`config.mk`:
```
export PLATFORM = sky130hd
export DESIGN_NAME = sacr_div
export DESIGN_NICKNAME = d
export VERILOG_FILES = /design/src/rtl/sacr_pkg.sv /design/src/rtl/sacr_div.sv
export SDC_FILE = /design/constraint.sdc
export NUM_CORES = 1
export LEC_CHECK = 0
export ABC_CLOCK_PERIOD_IN_PS = 5170
export BUFFER_PORTS_ARGS = -buffer_cell sky130_fd_sc_hd__buf_4
export CORE_MARGIN = 2
export CORE_UTILIZATION = 55
export CTS_CLUSTER_SIZE = 20
export DETAILED_ROUTE_END_ITERATION = 10
export GPL_TIMING_DRIVEN = 1
export PLACE_DENSITY = 0.86
export RECOVER_POWER = 25
export SETUP_SLACK_MARGIN = 0.15
export SLEW_MARGIN = 20
export SYNTH_ARGS = -nofsm -noshare
export SYNTH_HDL_FRONTEND = slang
export SYNTH_SLANG_ARGS = --single-unit
```
`constraint.sdc`:
```
create_clock -name clk -period 5.17 [get_ports clk]
set_input_delay 1.034 -clock clk [delete_from_list [all_inputs] [get_ports clk]]
set_output_delay 1.034 -clock clk [all_outputs]
set_load 0.01 [all_outputs]
```
`src/rtl/sacr_pkg.sv`:
```
// ============================================================================
// sacr_pkg: shared constants and types for the signed-area coverage rasterizer
// Tile geometry, fixed-point scaling, opcodes, register indexes and the
// request/response bundles of the shared divider.
// ============================================================================
package sacr_pkg;

  // Tile geometry and cell store layout.
  localparam int TILE_COLUMNS    = 64;
  localparam int TILE_ROWS       = 64;
  localparam int COORD_FRAC_BITS = 8;
  localparam int CELL_STRIDE     = TILE_COLUMNS + 2;
  localparam int CELL_COUNT      = TILE_ROWS * CELL_STRIDE;
  localparam int CELL_ADDR_W     = $clog2(CELL_COUNT);
  localparam int CELL_W          = 16;

  // Edge x positions are carried in Q16 pixels.
  localparam int XQ     = 16;
  localparam int XSC    = XQ - COORD_FRAC_BITS;
  localparam int XSHIFT = XSC + 1;

  // Coverage scale: 4096 is a fully covered pixel.
  localparam int FULL_COVER = 4096;

  // Shared divider sizes.
  localparam int DIV_NUM_W = 58;
  localparam int DIV_DEN_W = 37;
  localparam int DIV_CNT_W = $clog2(DIV_NUM_W + 1);

  // Register reset values.
  localparam logic [6:0] TILE_WIDTH_RST  = 7'd64;
  localparam logic [6:0] TILE_HEIGHT_RST = 7'd64;

  typedef enum logic [1:0] {
    OP_CLEAR = 2'd0,
    OP_EDGE  = 2'd1,
    OP_FILL  = 2'd2,
    OP_NONE  = 2'd3
  } opcode_t;

  typedef enum logic [1:0] {
    REG_TILE_WIDTH  = 2'd0,
    REG_TILE_HEIGHT = 2'd1,
    REG_ANTIALIAS   = 2'd2,
    REG_EVEN_ODD    = 2'd3
  } reg_index_t;

  typedef struct packed {
    logic                 start;
    logic [DIV_NUM_W-1:0] dividend;
    logic [DIV_DEN_W-1:0] divisor;
  } div_req_t;

  typedef struct packed {
    logic                 done;
    logic [DIV_NUM_W-1:0] quotient;
    logic [DIV_DEN_W-1:0] remainder;
  } div_rsp_t;

  // Base address of one row of cells.
  function automatic logic [CELL_ADDR_W-1:0] row_base(input logic [6:0] row);
    row_base = CELL_ADDR_W'(row) * CELL_ADDR_W'(CELL_STRIDE);
  endfunction

endpackage

```
`src/rtl/sacr_div.sv`:
```
// ============================================================================
// sacr_div: shared restoring divider
// Unsigned division, one quotient bit per cycle. A done pulse marks the cycle
// in which quotient and remainder are final; they hold until the next start.
// ============================================================================
module sacr_div (
  input  logic               clk,
  input  logic               rst,
  input  sacr_pkg::div_req_t req,
  output sacr_pkg::div_rsp_t rsp
);
  import sacr_pkg::*;

  logic [DIV_NUM_W-1:0] quo;
  logic [DIV_DEN_W-1:0] rem;
  logic [DIV_DEN_W-1:0] dvs;
  logic [DIV_CNT_W-1:0] cnt;
  logic                 run;
  logic                 done;
  logic [DIV_DEN_W:0]   trial;
  logic                 ge;
  logic [DIV_DEN_W-1:0] rem_next;

  // One trial subtraction per cycle.
  always_comb begin
    trial    = {rem, quo[DIV_NUM_W-1]};
    ge       = trial >= {1'b0, dvs};
    rem_next = ge ? DIV_DEN_W'(trial - {1'b0, dvs}) : trial[DIV_DEN_W-1:0];
  end

  // Control resets; the datapath registers do not need to.
  always_ff @(posedge clk) begin
    if (rst) begin
      run  <= 1'b0;
      done <= 1'b0;
    end else begin
      done <= 1'b0;
      if (req.start) begin
        run <= 1'b1;
      end else if (run && cnt == DIV_CNT_W'(1)) begin
        run  <= 1'b0;
        done <= 1'b1;
      end
    end
  end

  always_ff @(posedge clk) begin
    if (req.start) begin
      quo <= req.dividend;
      rem <= '0;
      dvs <= req.divisor;
      cnt <= DIV_CNT_W'(DIV_NUM_W);
    end else if (run) begin
      quo <= {quo[DIV_NUM_W-2:0], ge};
      rem <= rem_next;
      cnt <= cnt - DIV_CNT_W'(1);
    end
  end

  assign rsp.done      = done;
  assign rsp.quotient  = quo;
  assign rsp.remainder = rem;

endmodule

```
# Word level (Yosys, flattened, before mapping)

Index checks and enable logic that the tools add are counted.

Output and inout bits: 96
Bits in registers: 140
Logic and storage cells: 20

$add $sub $neg: 2
Reductions and logical operators: 4
$lt $le $gt $ge: 1
Muxes and demuxes: 6
Equal/unequal tests: 1

Operators by type and width:

| cell                                                                  | number |
|---|---|
| 58-bit two-way mux                                                    | 2 |
| 38-bit by 37-bit >= comparator with 1-bit output                      | 1 |
| 37-bit two-way mux                                                    | 1 |
| 37-bit subtractor                                                     | 1 |
| 6-bit by 1-bit equality test with 1-bit output, second input constant | 1 |
| 6-bit by 1-bit subtractor with 6-bit output, second input constant    | 1 |
| 2-bit nonzero test                                                    | 2 |
| 1-bit two-way mux                                                     | 3 |
| 2-bit OR reduction                                                    | 1 |
| 1-bit logical AND                                                     | 1 |

# Logic depth before layout (Yosys ltp)

Word-level depth: 4
Gate-level depth with buffers: 14
Mapped depth without buffers: 13

# Worst setup path after synthesis

OpenSTA, ideal clock, no wires.

Path kind: register to register
Start: register quo[57]
End: register quo[0], data pin
Cell stages (with the launch flop): 13
Setup time: 260 ps
Data arrival time: 2731 ps
Slack: 2179 ps
Period minus slack after synthesis: 2991 ps
Required time: 4910 ps
Path through: edfxtp_1 inv_1 ha_1 inv_1 fa_1 a21o_1 a221o_1 a21oi_2 o211ai_2 a31oi_4 o41ai_4 buf_2 mux2_2

Longest elaborated chain between the ends: 3

Ends and longest elaborated chain:

| what                                             | RTL line       | text |
|---|---|---|
| from (decl)                                      | sacr_div.sv:14 | `logic [DIV_NUM_W-1:0] quo;` |
| from (signal assigned)                           | sacr_div.sv:49 | `quo <= req.dividend;` |
| from (signal assigned)                           | sacr_div.sv:54 | `quo <= {quo[DIV_NUM_W-2:0], ge};` |
| 38-bit by 37-bit >= comparator with 1-bit output | sacr_div.sv:27 | `ge = trial >= {1'b0, dvs};` |
| 58-bit two-way mux                               | sacr_div.sv:53 | `end else if (run) begin` |
| 58-bit two-way mux                               | sacr_div.sv:48 | `if (req.start) begin` |

No other way between the ends. The select of a mux whose other input is x is not followed.
A chain may end at the register's enable or synchronous reset.

# Final worst setup path

Start: register quo[57]
End: register rem[12]

Longest elaborated chain between the ends: 2
Elaborated cells between the ends (all ways): 3
Those cells by class: add/sub (1); order compare (1); mux (1)

Ends and longest elaborated chain:

| what                                                                                  | RTL line                       | text |
|---|---|---|
| 37-bit subtractor or 38-bit by 37-bit >= comparator with 1-bit output (tied branches) | sacr_div.sv:28, sacr_div.sv:27 |  |
| 37-bit two-way mux (*)                                                                | sacr_div.sv:28                 | `rem_next = ge ? DIV_DEN_W'(trial - {1'b0, dvs}) : trial[DIV_DEN_W-1:0];` |
| to (signal assigned)                                                                  | sacr_div.sv:55                 | `rem <= rem_next;` |
| to (decl)                                                                             | sacr_div.sv:15                 | `logic [DIV_DEN_W-1:0] rem;` |

Every way passes the cells marked *; elsewhere a longest branch is shown, timed or not.

==> reports/qor.yml <==
critical_path:
  critPathKind: "reg -> reg"
  reg2reg_from: "quo[57]"
  worstReg2RegEnd: "rem[12]"
  endpoint: "rem[12]"
  r2r_cells: 13
  cp.required_ps: 5460
  end_kind: "register"
  start_kind: "register"
  critPathLaunch: "quo[57]"
  cp_max_fo: 17
  ff2ff_setup_slack_ps: 1380
  arrival_ps: 4090
detailed_routing:
  postRouteWirelength_mm: 19.2
  vias: 6157
  drt_first_pass_iters: 5
  route.detailed.drc: 0
  first_iter_violations: 541
  vias_per_cell: 5.71
  ant_nets: 0
  avgRoutedWirePerCell_um: 17.8
synthesis:
  synth-seq-cells: 140
  synth_cell_types: 55
  synthTopCellsByArea: "edfxtp_1, dfxtp_1, mux2_2, ha_1, nand2_1"
  synth_nets: 846
  yosysSeqAreaShare_pct: 49.5
  synth_warnings: 0
  synth_top_cell_by_area: "edfxtp_1"
  synthMostInstantiatedCell: "edfxtp_1"
  avgSynthCellArea_um2: 10.7
  netlist_instances: 708
  synth_edf_count: 95
  netlist.area_leader.share_pct: 37.6
  async_flop_share_pct: 0
  ys.flop_type: "edfxtp_1"
  syn_area_um2: 7590
  yosys-top-cells-count: "edfxtp_1, nand2_1, mux2_2"
floorplanning:
  die_y_um: 121
  initial_utilization_pct: 56.9
  row_count: 42
  chipWidth_um: 121
  core_area_um2: 13300
  ios: 194
  die_area_um2: 14800
clocking:
  clockBufferDepth: 2
  cts_resized: 0
  clk_pin_slew_ps: 60
  worstSkewPairLatency_ps: 420
  root_buffer: "clkbuf_16"
  htree_num_levels: 4
  cts_tree: "done"
  clkSinkCount: 140
  cts_made_buffers: 17
  holdBufCountCts: 0
  cts_setup_buffers: 0
timing:
  setup_tns_ps: 0
  hold_violations: 0
  setup_viol_count_final: 0
  rsz0062_at_grt: "false"
  period_needed_ps: 3790
  fin_crit_sh_pct: 73.4
  fin_worst_skew_ps: 9.67
  worst_slew_pin_slew_ps: 2540
  max_freq_ghz: 0.264
  slew_headroom_pct: -69.1
  maxSlewViolCount: 61
global_route:
  grt_use_total_pct: 26.8
  grt_max_degree: 61
  grt.overflow.total: 0
  antenna_found_initial: 0
  grt_pass1_vias: 6168
  grt_first_pass_wirelength_mm: 30.6
run_status:
  failed_checks: "max-capacitance violations, max-slew violations"
  outcome: "finished with violations"
flow_run:
  drv_cap: 1
power:
  finalPower_mw: 3.27
  power.density_nw_per_um2: 336
  total_leakage_power_nw: 4.24
  peakVddDrop_v: 0.000244
final_layout:
  utilization_pct: 72.9
  fillers: 949
  synthToLayoutAreaGrowth_pct: 28.2
  antenna_cells: 0
  layout-drive-gt1-share_pct: 32.4
  finish.instance_area_um2: 9730
  instances_no_fill: 1079
  nNetsFinal: 1028
placement:
  hpwl_mm: 13.8
  gp_congestion: 0.902
  port_buffers: 193
  dpl.cell_count: 1047
  dpl_cell_area_um2: 9140
min_path:
  min_path_type: "reg -> reg"
[worst max-delay path: stages (launching register included)]
cell	delay, ps
edfxtp_1	400
inv_1	80
ha_1	150
inv_1	50
fa_1	420
a21o_1	220
a221o_1	360
a21oi_2	200
o211ai_2	160
a31oi_4	280
o41a_1	570
buf_4	360
nand2_1	90
a311oi_1	350
[report_power, final]
part / internal [mW] / switching (mW)
logic: 0.312 / 0.351
registers: 1.31 / 0.0645
clock network: 0.768 / 0.463
[layout make-up]
cell class	instances	area [um^2]	area share [%]
clock buffer	20	447	4.59
clock inverter	12	148	1.52
inverter	44	165	1.70
multi-input combinational	488	3510	36.1
sequential	140	3750	38.6
tap	176	220	2.26
timing repair buffer	199	1490	15.3
[state kept, by name, summed over array words and instances (netlist names)]
name and flops:
quo 58, rem 37, done 1, dvs 37
run 1, cnt 6
[cells in the final DEF (no fill, tap or decap), drive strengths merged, types with 5 or more instances in the layout]
cell and instances:
a21oi 45, and3 6, o21bai 5, inv 45, edfxtp 95, o21ai 36
o211ai 5, clkbuf 59, dfxtp 45, o21a 5, buf 160, nor3 7
o31ai 5, xor2 17, a311oi 21, mux2 58, clkinv 8, nand2 75
xnor2 18, nand4 12, a211oi 7, nor2 48, nand3 7, ha 39
a32oi 7, a21o 21, nand2b 11
[metal layers]
layer	track usage, %	wire length (um)
met3	9.54	1710
met4	7.83	267
met5	0	0
met1	32.0	7640
met2	45.5	9590
[stage by stage]
stage                     worst slack [ps]  hold WS [ps]
after CTS                             1380           517
after floorplan                       2180           470
final                                 1380           511
after global placement                1720           491
after detailed placement              1540           509
after global routing                  1250           545
[worst min-delay path by stage]
stage / start / to / depth (start not counted)
floorplan: cnt[4] / cnt[4] / 2
global placement: cnt[4] / cnt[4] / 2
detailed placement: cnt[1] / cnt[1] / 2
CTS: cnt[4] / cnt[4] / 2
global route: cnt[4] / cnt[4] / 2
finish: cnt[4] / cnt[4] / 2
[logic make-up after synthesis]
logic type	after synthesis	synth area share [%]
adders and majority gates	40	6.69
AOI/OAI and AO/OA	170	15.4
buffers and inverters	80	4.32
and+or+nand+nor	181	10.9
muxes	62	9.13
DFF	140	49.5
xor gates and xnor gates	35	4.04
Note: power is estimated with default switching activity, not from simulation.
